## src/rtl/ppid_pkg.sv

```systemverilog
// Types, constants and rounding helpers shared by the PID controller modules.
package ppid_pkg;

	localparam int unsigned DATA_W    = 32;
	localparam int unsigned GAIN_W    = 31;
	localparam int unsigned MODE_W    = 5;
	localparam int unsigned IDX_W     = 3;
	localparam int unsigned MUL_W     = 33;
	localparam int unsigned PROD_W    = 64;
	localparam int unsigned INC_W     = 48;
	localparam int unsigned SPLIT_W   = 16;
	localparam int unsigned CO_W      = 50;
	localparam int unsigned GAIN_FRAC = 16;
	localparam int unsigned RATE_FRAC = 15;
	localparam int unsigned RATE_ONE  = 32768;

	localparam int unsigned DEF_WINDUP_SHRINK_RATE = 16384;
	localparam int unsigned DEF_DEAD_DECAY_RATE    = 16384;
	localparam int unsigned DEF_DERIV_FILTER_RATE  = 16384;

	// feature_mode bit positions
	localparam int unsigned MODE_DZ_EN   = 0;
	localparam int unsigned MODE_ACT_LO  = 1;
	localparam int unsigned MODE_ACT_HI  = 2;
	localparam int unsigned MODE_FILT    = 3;
	localparam int unsigned MODE_FB_DERV = 4;

	typedef enum logic [IDX_W-1:0] {
		REG_PROP_GAIN,
		REG_INTEG_GAIN_DT,
		REG_DERIV_GAIN_PER_DT,
		REG_OUT_UPPER,
		REG_OUT_LOWER,
		REG_DEAD_LOW,
		REG_DEAD_HIGH,
		REG_FEATURE_MODE
	} reg_idx_t;

	typedef enum logic [1:0] {
		SAT_NONE,
		SAT_UPPER,
		SAT_LOWER
	} sat_code_t;

	typedef enum logic [1:0] {
		DZ_FULL,
		DZ_CLEAR,
		DZ_FREEZE,
		DZ_DECAY
	} dz_action_t;

	typedef struct packed {
		logic [DATA_W-1:0] prop_gain;
		logic [GAIN_W-1:0] integ_gain_dt;
		logic [GAIN_W-1:0] deriv_gain_per_dt;
		logic [DATA_W-1:0] out_upper;
		logic [DATA_W-1:0] out_lower;
		logic [DATA_W-1:0] dead_low;
		logic [DATA_W-1:0] dead_high;
		logic [MODE_W-1:0] feature_mode;
	} ppid_cfg_t;

	typedef enum logic [3:0] {
		ST_IDLE,
		ST_PROP,
		ST_INTEG,
		ST_INC,
		ST_DEC_HI,
		ST_DEC_LO,
		ST_DEC_END,
		ST_ICLAMP,
		ST_FILT_A,
		ST_FILT_B,
		ST_FILT_C,
		ST_DERIV,
		ST_DSUM,
		ST_SAT,
		ST_SHRINK,
		ST_COMMIT
	} state_t;

	// round half up of x / 2^n
	function automatic logic signed [PROD_W-1:0] rnd_shr(input logic signed [PROD_W-1:0] x,
			input int unsigned n);
		logic signed [PROD_W-1:0] half;
		half = signed'(PROD_W'(64'd1) << (n - 1));
		rnd_shr = (x + half) >>> n;
	endfunction

	// saturate a one-bit-wider signed value to the data width
	function automatic logic signed [DATA_W-1:0] sat_data(input logic signed [DATA_W:0] x);
		logic signed [DATA_W-1:0] res;
		if (x[DATA_W] != x[DATA_W-1]) begin
			res = x[DATA_W] ? signed'({1'b1, {(DATA_W-1){1'b0}}})
				: signed'({1'b0, {(DATA_W-1){1'b1}}});
		end else begin
			res = x[DATA_W-1:0];
		end
		sat_data = res;
	endfunction

endpackage

```

## src/rtl/ppid_mul.sv

```systemverilog
// Shared signed multiplier with a registered product.
module ppid_mul (
	input  logic                                   clk,
	input  logic                                   en,
	input  logic signed [ppid_pkg::MUL_W-1:0]      a,
	input  logic signed [ppid_pkg::MUL_W-1:0]      b,
	output logic signed [ppid_pkg::PROD_W-1:0]     prod
);
	import ppid_pkg::*;

	logic signed [2*MUL_W-1:0] full;
	logic signed [PROD_W-1:0]  prod_q;

	assign full = a * b;

	// hold the product until the next multiply
	always_ff @(posedge clk) begin
		if (en) begin
			prod_q <= full[PROD_W-1:0];
		end
	end

	assign prod = prod_q;

endmodule

```

## config.mk

```make
export PLATFORM = sky130hd
export DESIGN_NAME = ppid_mul
export DESIGN_NICKNAME = d
export VERILOG_FILES = /design/src/rtl/ppid_pkg.sv /design/src/rtl/ppid_mul.sv
export SDC_FILE = /design/constraint.sdc
export NUM_CORES = 2
export LEC_CHECK = 0
export BUFFER_PORTS_ARGS = -buffer_cell sky130_fd_sc_hd__clkbuf_2
export CORE_MARGIN = 2
export CORE_UTILIZATION = 55
export CTS_CLUSTER_DIAMETER = 80
export DETAILED_ROUTE_END_ITERATION = 16
export PLACE_DENSITY = 0.82
export RECOVER_POWER = 100
export SYNTH_ARGS = -nofsm -noshare
export SYNTH_HDL_FRONTEND = slang
export SYNTH_SLANG_ARGS = --single-unit
```

## constraint.sdc

```tcl
create_clock -name clk -period 20.1 [get_ports clk]
set_clock_uncertainty 0.2 [all_clocks]
set_input_delay 1.005 -clock clk [delete_from_list [all_inputs] [get_ports clk]]
set_output_delay 1.005 -clock clk [all_outputs]
set_load 0.02 [all_outputs]
```

==> results by group <==
Timing
  – Fin worst setup slack: 9.91 ns
  – Setup_tns: 0 ns
  – Final Hold Fails: 0
  – Final Cycle Share: 0.507
  – Slew HR: -1.40
  – # setup viols final: 0
  – Final min period: 10.19 ns
  – Worst Tran Pin Value: 3.60 ns
  – FMAX: 98.2 MHz
  – Fin. max-slew vios: 65
  – Unrepaired setup endpoints after global routing: false

Synthesis
  – Synth Net Count: 5,612
  – Synth Area in Simple Gates: 0.155
  – Syn_area_per_cell: 9.55 µm²
  – Register area share after synthesis: 0.0478
  – Synth cell types: 57
  – Yosys reg bits: 64
  – Mux cell area share after synthesis: 0.000249
  – Post-synthesis compound-gate area fraction: 0.0320
  – Post-Synthesis Cells: 4,207
  – Largest family of logic cells by synthesized area: adder cells
  – Async set or reset register ratio after synthesis: 0
  – Most common flop cell mapped by yosys: edfxtp_1
  – Total of warnings raised by yosys: 0
  – Cell taking the most area after synthesis: fa_1
  – Synth Area in XOR/XNOR: 0.0166
  – Yosys top cell area share: 0.560
  – Post-synthesis adder-cell area fraction: 0.626
  – Synth top area cells: fa_1 (56%), inv_1 (10%), and2_1 (8.5%)
  – Post-synth EDFFs: 64
  – Synthesized area: 40,200 µm²

Run status
  – Outcome: finished with violations
  – Violated checks: max-capacitance violations, max-slew violations

Placed design
  – Place WS: 10.30 ns
  – Port-buffer cells: 131
  – Post-Place Cells: 5,091
  – DP Wirelength: 82,100 µm
  – Routability cong.: 0.979

Worst hold path
  – Hold Crit Class: primary input to flip-flop

Finish
  – Number of filler cells placed in the layout: 6,114
  – Nets: 5,548
  – Ratio of cells with drive above 1 in the final layout: 0.0241
  – Final Non-Filler Cells: 5,110
  – Final core utilization: 0.572
  – Max reg flops: 64
  – Synth-to-layout area growth: 3.34%

Global route
  – Initial antenna violation count: 5
  – GR Util met1: 0.323
  – Grt peak-use layer: met2
  – Largest net degree at the start of global routing: 65
  – Met2 Use GR: 0.496
  – First-pass GRT wire length: 165,000 µm
  – Total GRT Usage: 0.283
  – Met3 Usage GRT: 0.0462
  – Gr ovfl total: 0
  – Vias in the first global route: 32,250

Setup path
  – Crit Path Max Fanout: 33
  – Crit-path slowest cell: clkbuf_1
  – Critical Path Sink Type: flip-flop
  – Most frequent CP cell: fa_1
  – Worst Path Arrival: 10.11 ns
  – Crit path buf inv count: 6
  – CP Class: primary input to flip-flop
  – Delay-heaviest family, CP: adder cells
  – Crit-path max cell delay: 1.01 ns
  – Worst Path Required: 20.03 ns
  – Crit-path cells: clkbuf_1 -> nand2_1 -> inv_1 -> fa_1 -> fa_1 -> fa_1 -> inv_1 -> fa_1 -> inv_1 -> fa_1 -> fa_1 -> fa_1 -> inv_1 -> fa_1 -> inv_1 -> ha_1 -> a21o_1 -> a21oi_1 -> o2111ai_1 -> nand3_1 -> o211ai_1 -> a211o_1 -> o311ai_0
  – Crit path launch type: primary input

Floorplan
  – Die Area: 75,200 µm²
  – Initial Util: 0.554
  – # IOs: 132
  – Die W: 274 µm
  – Cell row count: 99
  – Core area: 72,600 µm²
  – Die Ht: 274 µm

Clocking
  – CTS sink cnt: 64
  – H-Tree Depth: 3
  – Hold buffers post-CTS: 0
  – CTS buffer count: 9
  – Clock slew at reported path FFs: 0.06 ns
  – Max Buffers Root-to-Sink: 2
  – Clock root buffer: clkbuf_16
  – Post-CTS sizing: 0
  – Setup bufs post-CTS: 0
  – CTS tree: built

Drt
  – Antenna Nets Post-Route: 0
  – Vias after detailed routing: 28,370
  – Wire per inst: 19.8 µm
  – Final WL: 101,000 µm
  – Via/cell ratio: 5.55
  – Post-route DRC: 0
  – 1st-iter DRT viols: 1,916
  – TritonRoute pass-1 iters: 6

Job
  – Max-cap check violation count: 1
## kinds of logic after synthesis
logic type / Yosys count
fa+ha+maj: 1337
buf+inv: 1308
simple gates: 1221
compound gates: 200
xor+xnor: 76
flops: 64
mux: 1
## cell usage in the layout, fill, tap and decap left out, types with 15 or more instances in the layout
cell	count
fa_1	1125
inv_1	1086
nand2_1	547
and2_1	539
ha_1	212
a21oi_1	70
clkbuf_1	66
clkbuf_2	65
edfxtp_1	64
xnor2_1	55
o21ai_0	34
nor2b_1	32
xor2_1	21
o21a_1	18
a21o_1	18
nand3_1	18
nor2_1	18
buf_4	15
## path summary, 6_finish.rpt
kind,from,endpoint,slack [ns],cells past startpoint
setup / recovery,b[0],prod[60],9.91,23
hold / removal,a[0],prod[0],1.25,3
## tightest hold or removal path, cell delays in order
cell and delay (ns):
clkbuf_2 0.08, buf_4 0.25, and2_1 0.25
## Yosys cell counts (7+ instances only)
cell type / instances
ha_1: 212
edfxtp_1: 64
nand3_1: 18
and2_1: 548
a211oi_1: 8
xor2_1: 21
nand2b_1: 9
a21o_1: 18
nand2_1: 547
clkbuf_1: 222
o211ai_1: 7
a21oi_1: 69
o21bai_1: 7
o21a_1: 18
nor2_1: 18
inv_1: 1086
o21ai_0: 29
fa_1: 1125
xnor2_1: 55
nor2b_1: 32
nor3_1: 11
nand4_1: 12
## final cells by class
cell class | instances | area [µm²] | share of cell area
clock buffer | 9 | 225 | 0.00542
timing repair buffer | 147 | 691 | 0.0166
sequential | 64 | 1920 | 0.0463
inverter | 1086 | 4080 | 0.0982
multi-input combinational | 2835 | 33300 | 0.803
antenna | 3 | 7.51 | 0.000181
clock inverter | 7 | 71.3 | 0.00172
tap | 959 | 1200 | 0.0289
## through the flow
stage                     hold slack, ns  area [µm²]
after floorplan                    0.917       40200
after global placement              1.26       41300
after detailed placement            1.26       41300
after CTS                           1.21       41600
after global routing                1.23       41500
final                               1.25       41500
## routing by layer
metal	share of wire	wire, µm
met1	0.34	34100
met2	0.52	52300
met3	0.070	7090
met4	0.075	7620
met5	0.00025	25
Power is left out: the tool's default activity adds up to more than one toggle a clock period on the data nets, which glitch-free logic cannot reach.
