--- src/rtl/ppid_pkg.sv ---
// Types, constants and rounding helpers shared by the PID controller modules.
package ppid_pkg;

	localparam int unsigned DATA_W    = 32;
	localparam int unsigned GAIN_W    = 31;
	localparam int unsigned MODE_W    = 5;
	localparam int unsigned IDX_W     = 3;
	localparam int unsigned MUL_W     = 33;
	localparam int unsigned PROD_W    = 64;
	localparam int unsigned INC_W     = 48;
	localparam int unsigned SPLIT_W   = 16;
	localparam int unsigned CO_W      = 50;
	localparam int unsigned GAIN_FRAC = 16;
	localparam int unsigned RATE_FRAC = 15;
	localparam int unsigned RATE_ONE  = 32768;

	localparam int unsigned DEF_WINDUP_SHRINK_RATE = 16384;
	localparam int unsigned DEF_DEAD_DECAY_RATE    = 16384;
	localparam int unsigned DEF_DERIV_FILTER_RATE  = 16384;

	// feature_mode bit positions
	localparam int unsigned MODE_DZ_EN   = 0;
	localparam int unsigned MODE_ACT_LO  = 1;
	localparam int unsigned MODE_ACT_HI  = 2;
	localparam int unsigned MODE_FILT    = 3;
	localparam int unsigned MODE_FB_DERV = 4;

	typedef enum logic [IDX_W-1:0] {
		REG_PROP_GAIN,
		REG_INTEG_GAIN_DT,
		REG_DERIV_GAIN_PER_DT,
		REG_OUT_UPPER,
		REG_OUT_LOWER,
		REG_DEAD_LOW,
		REG_DEAD_HIGH,
		REG_FEATURE_MODE
	} reg_idx_t;

	typedef enum logic [1:0] {
		SAT_NONE,
		SAT_UPPER,
		SAT_LOWER
	} sat_code_t;

	typedef enum logic [1:0] {
		DZ_FULL,
		DZ_CLEAR,
		DZ_FREEZE,
		DZ_DECAY
	} dz_action_t;

	typedef struct packed {
		logic [DATA_W-1:0] prop_gain;
		logic [GAIN_W-1:0] integ_gain_dt;
		logic [GAIN_W-1:0] deriv_gain_per_dt;
		logic [DATA_W-1:0] out_upper;
		logic [DATA_W-1:0] out_lower;
		logic [DATA_W-1:0] dead_low;
		logic [DATA_W-1:0] dead_high;
		logic [MODE_W-1:0] feature_mode;
	} ppid_cfg_t;

	typedef enum logic [3:0] {
		ST_IDLE,
		ST_PROP,
		ST_INTEG,
		ST_INC,
		ST_DEC_HI,
		ST_DEC_LO,
		ST_DEC_END,
		ST_ICLAMP,
		ST_FILT_A,
		ST_FILT_B,
		ST_FILT_C,
		ST_DERIV,
		ST_DSUM,
		ST_SAT,
		ST_SHRINK,
		ST_COMMIT
	} state_t;

	// round half up of x / 2^n
	function automatic logic signed [PROD_W-1:0] rnd_shr(input logic signed [PROD_W-1:0] x,
			input int unsigned n);
		logic signed [PROD_W-1:0] half;
		half = signed'(PROD_W'(64'd1) << (n - 1));
		rnd_shr = (x + half) >>> n;
	endfunction

	// saturate a one-bit-wider signed value to the data width
	function automatic logic signed [DATA_W-1:0] sat_data(input logic signed [DATA_W:0] x);
		logic signed [DATA_W-1:0] res;
		if (x[DATA_W] != x[DATA_W-1]) begin
			res = x[DATA_W] ? signed'({1'b1, {(DATA_W-1){1'b0}}})
				: signed'({1'b0, {(DATA_W-1){1'b1}}});
		end else begin
			res = x[DATA_W-1:0];
		end
		sat_data = res;
	endfunction

endpackage

--- src/rtl/ppid_cfg.sv ---
// Configuration register file of the PID controller.
module ppid_cfg (
	input  logic                            clk,
	input  logic                            arst_n,
	input  logic                            cfg_we,
	input  logic [ppid_pkg::IDX_W-1:0]      cfg_index,
	input  logic [ppid_pkg::DATA_W-1:0]     cfg_data,
	output ppid_pkg::ppid_cfg_t             cfg
);
	import ppid_pkg::*;

	ppid_cfg_t cfg_q;

	always_ff @(posedge clk or negedge arst_n) begin
		if (!arst_n) begin
			cfg_q <= '0;
		end else if (cfg_we) begin
			case (reg_idx_t'(cfg_index))
				REG_PROP_GAIN:         cfg_q.prop_gain         <= cfg_data;
				REG_INTEG_GAIN_DT:     cfg_q.integ_gain_dt     <= cfg_data[GAIN_W-1:0];
				REG_DERIV_GAIN_PER_DT: cfg_q.deriv_gain_per_dt <= cfg_data[GAIN_W-1:0];
				REG_OUT_UPPER:         cfg_q.out_upper         <= cfg_data;
				REG_OUT_LOWER:         cfg_q.out_lower         <= cfg_data;
				REG_DEAD_LOW:          cfg_q.dead_low          <= cfg_data;
				REG_DEAD_HIGH:         cfg_q.dead_high         <= cfg_data;
				REG_FEATURE_MODE:      cfg_q.feature_mode      <= cfg_data[MODE_W-1:0];
				default: ;
			endcase
		end
	end

	assign cfg = cfg_q;

endmodule

--- config.mk ---
export PLATFORM = sky130hd
export DESIGN_NAME = ppid_cfg
export DESIGN_NICKNAME = d
export VERILOG_FILES = /design/src/rtl/ppid_pkg.sv /design/src/rtl/ppid_cfg.sv
export SDC_FILE = /design/constraint.sdc
export NUM_CORES = 1
export LEC_CHECK = 0
export BUFFER_PORTS_ARGS = -buffer_cell sky130_fd_sc_hd__buf_2
export CORE_MARGIN = 4
export CORE_UTILIZATION = 46
export CTS_CLUSTER_DIAMETER = 40
export CTS_CLUSTER_SIZE = 20
export DETAILED_ROUTE_END_ITERATION = 10
export PLACE_DENSITY_LB_ADDON = 0.1
export SKIP_CTS_REPAIR_TIMING = 1
export SYNTH_ARGS = -nofsm -noshare
export SYNTH_HDL_FRONTEND = slang
export SYNTH_SLANG_ARGS = --single-unit
--- constraint.sdc ---
create_clock -name clk -period 0.8 [get_ports clk]
set_input_delay 0.24 -clock clk [delete_from_list [all_inputs] [get_ports clk]]
set_output_delay 0.24 -clock clk [all_outputs]
set_load 0.005 [all_outputs]
==> results.md <==
Route:
- For this run, design rule violations remaining after detail routing come to 0.
- In this run, the number of DRC markers left after iteration 0 of detailed routing was 197.
- For this run, the detailed router's first-pass iteration total came to 4.
- The count of nets left with antenna violations once routing finished came out at 0.
- After detailed routing, the number of vias per cell comes to 5.13.
- In the final routed layout, each cell accounts on average for 23.3 µm.
- The final layout contains routed wiring with a total length of 26.7 mm.
- The final route contains 5,882 vias.

Die:
- Row generation in the floorplan step produced 49 rows.
- The placeable core region is 18,100 µm².
- The y dimension of the die is 144 µm.
- For this design the top-level I/O count stands at 265.
- The die covers 20,700 µm².
- The effective utilization at floorplan is 0.471.
- The die outline width is 144 µm.

Critical path:
- The reg-to-reg setup timing slack is -120 ps.
- The top cell family by delay on the critical path is flip-flops.
- The number of buffers and inverters on the critical path is 1.
- The critical register-to-register path endpoint is cfg[148]$_DFFE_PN0P_.
- The startpoint identified for the worst register-to-register timing path is cfg[148]$_DFFE_PN0P_.
- On the critical path, the stage with the largest delay is an instance of sky130_fd_sc_hd__dfrtp_1.
- The critical path class is reg -> out.
- On the worst path, the slowest cell contributes a delay of 410 ps.
- In this run the worst path has a maximum fanout of 2.
- Walking the worst path, the cells encountered are buf_2.
- The arrival time at the worst endpoint is 1100 ps.
- The worst setup path is launched from a register.
- Measured in cells, the most critical reg-to-reg path has a length of 2.
- The data required time of the critical path is 560 ps.
- The endpoint type of the worst setup path is an output port.

CTS:
- In this run the number of H-tree levels came out at 1.
- The clock sink count is 227.
- The insertion delay to the later sink of the worst-skew pair is 550 ps.
- The CTS tree is done.
- The clock slew seen by the registers of the worst setup and hold paths is 70 ps.
- In this run the deepest clock path goes through 3 buffers.
- The root cell of the clock tree is sky130_fd_sc_hd__clkbuf_16.
- The number of clock buffers added by TritonCTS is 30.

Global route:
- For this run, the total global-route usage over all layers was measured as 0.211.
- The initial antenna violation count came to 0.
- The remaining global-route overflow is 0.
- The largest net degree at the start of global routing is 36.
- The via count of the first global-routing pass is 5,747.
- The first global-routing pass estimated 33.8 mm of wire.

Placed design:
- The detailed-placement wirelength estimate is 15.1 mm.
- Once placement completed, the tool counted placed cells totaling 980.
- At the end of routability-driven placement, the weighted congestion stood at 0.750.
- Input and output buffers added on the ports amount to 264.
- The placed cell area is 10,700 µm².

Synthesis:
- Counting flops and latches in the post-synthesis netlist gives 227.
- The mux contribution to synthesized area is 0.300.
- The portion of synthesized cell area occupied by the leading cell type is 0.667.
- The adder-cell share of the synthesized area is 0.
- For this run, the register share of the synthesized area comes to 0.667.
- The average size of a mapped cell is 17.4 µm².
- The synthesized netlist net count is 526.
- The fraction of the mapped netlist area in compound gates is 0.
- After synthesis, the largest family of logic cells by area is multiplexers.
- Of the total synthesized cell area, the portion taken by XOR and XNOR cells is 0.
- After technology mapping, the gate count stands at 488.
- During synthesis, Yosys emitted a total of 0 warnings.
- After synthesis the cells add up to 8510 µm².
- Of the total synthesized cell area, the portion taken by AND, OR, NAND and NOR gates is 0.0107.
- sky130_fd_sc_hd__dfrtp_1 takes more of the synthesized area than any other cell.
- Counting distinct cell types in the post-synthesis netlist gives 11.
- By area the synthesized netlist is led by sky130_fd_sc_hd__dfrtp_1, sky130_fd_sc_hd__mux2_2, sky130_fd_sc_hd__mux2_1.

Layout:
- The flip-flop count of the largest register, all copies and words added is 227.
- The final core area utilization is 0.745.
- The final cell count without fillers is 1,146.
- The net count of the finished layout is 931.
- The finished layout cell area is 13,500 µm².
- Relative to the synthesized area, the layout overhead comes to 58.4%.
- Of the cells placed in the final design, the portion with a size suffix greater than 1 is 0.746.
- The final antenna diode count is 0.

STA:
- After layout, the worst setup slack is -537 ps.
- The worst relative slew slack is 0.753.
- The setup total negative slack is -135,380 ps.
- Across the routed clock network, the largest skew measured is 0 ps.
- At the pin with the least slew margin, the transition time is 370 ps.
- The worst path in the final design needs a cycle of 1340 ps, including I/O delays and setup.
- Final hold analysis gives a worst-case slack of 24.4 ps.
- Setup violations remaining at the end of the flow were counted as 418.
- The max-slew violation count is 0.
- The final cycle utilization of the critical path is 1.67.
- The hold violation count in the final report is 0.
- Derived from the worst setup path, the maximum achievable clock frequency is 0.748 GHz.
- Setup repair after global routing could not meet its margin everywhere.

Hold path:
- The end point of the worst hold path is cfg[44]$_DFFE_PN0P_.
- The worst hold path begins at cfg_data[7].
- The path class of the lowest-slack min-delay path is in -> reg.
- The worst hold path passes through 2 cells.

Status:
- The run finished, with violations left.
- The checks that failed: setup timing.

Power:
- The static leakage is 6.87 nW.
- In this run the power density over the cells is 2900 nW/µm².
- The maximum VDD drop is 0.00211 V.

Flow run:
- The number of violations of the max-capacitance limit is 0.
[metal layers]
metal	GRT usage	wire length [µm]	vias up
met5	0	0	-
met4	0.0654	727	0
met3	0.0582	1680	54
met2	0.346	13100	207
met1	0.275	11200	3065
li1	-	-	2556
[Yosys cell counts]
cell	number
sky130_fd_sc_hd__nor4bb_1	1
sky130_fd_sc_hd__nand4b_1	3
sky130_fd_sc_hd__buf_4	6
sky130_fd_sc_hd__and4bb_2	2
sky130_fd_sc_hd__mux2_2	216
sky130_fd_sc_hd__dfrtp_1	227
sky130_fd_sc_hd__mux2_1	11
sky130_fd_sc_hd__buf_2	14
sky130_fd_sc_hd__nor4b_4	1
sky130_fd_sc_hd__buf_6	6
sky130_fd_sc_hd__nand4_1	1
[placed cells by master (no fill, tap or decap), drive strengths merged, types with 2 or more instances in the layout]
| cell | netlist | final |
|---|---|---|
| inv | 0 | 13 |
| clkinv | 0 | 8 |
| nand4b | 3 | 3 |
| dlygate4sd3 | 0 | 2 |
| mux2 | 227 | 227 |
| clkbuf | 0 | 45 |
| bufinv | 0 | 2 |
| and4bb | 2 | 2 |
| clkinvlp | 0 | 2 |
| dfrtp | 227 | 227 |
| buf | 26 | 383 |
[kinds of logic (layout without fill, tap and decap cells)]
| family | after synthesis | count (layout) |
|---|---|---|
| multiplexers | 227 | 227 |
| flip-flops | 227 | 227 |
| buffers and inverters | 26 | 455 |
| AND/OR/NAND/NOR | 8 | 8 |
[where the power goes]
group / switching [W] / internal, W / total (W)
registers: 0.00153 / 0.0140 / 0.0156
logic: 0.00332 / 0.00637 / 0.00969
clock network: 0.00586 / 0.00803 / 0.0139
total: 0.0107 / 0.0284 / 0.0391
[final cells by class]
| class | count | area (µm²) |
|---|---|---|
| sequential | 227 | 5680 |
| clock buffer | 31 | 764 |
| multi-input combinational | 235 | 3330 |
| clock inverter | 25 | 310 |
| tap | 229 | 287 |
| timing repair buffer | 399 | 3100 |
| fill | 1127 | 4610 |
[metrics by stage]
stage | total power, W | worst slack [ps]
CTS | 0.0368 | -559
global route | 0.0408 | -580
detailed placement | 0.0228 | -789
global placement | 0.0225 | -738
finish | 0.0391 | -537
floorplan | 0.0187 | -606
[worst max path at each step]
stage	startpoint	to	slack, ps	cells past startpoint
floorplan	cfg_index[2]	cfg[200]$_DFFE_PN0P_	-610	4
global placement	cfg_index[1]	cfg[97]$_DFFE_PN0P_	-740	4
detailed placement	cfg_index[1]	cfg[97]$_DFFE_PN0P_	-790	4
CTS	cfg[57]$_DFFE_PN0P_	cfg[57]	-560	1
global route	cfg[83]$_DFFE_PN0P_	cfg[83]	-580	1
finish	cfg[178]$_DFFE_PN0P_	cfg[178]	-540	1
No activity file was read; power rests on OpenSTA's default activity.
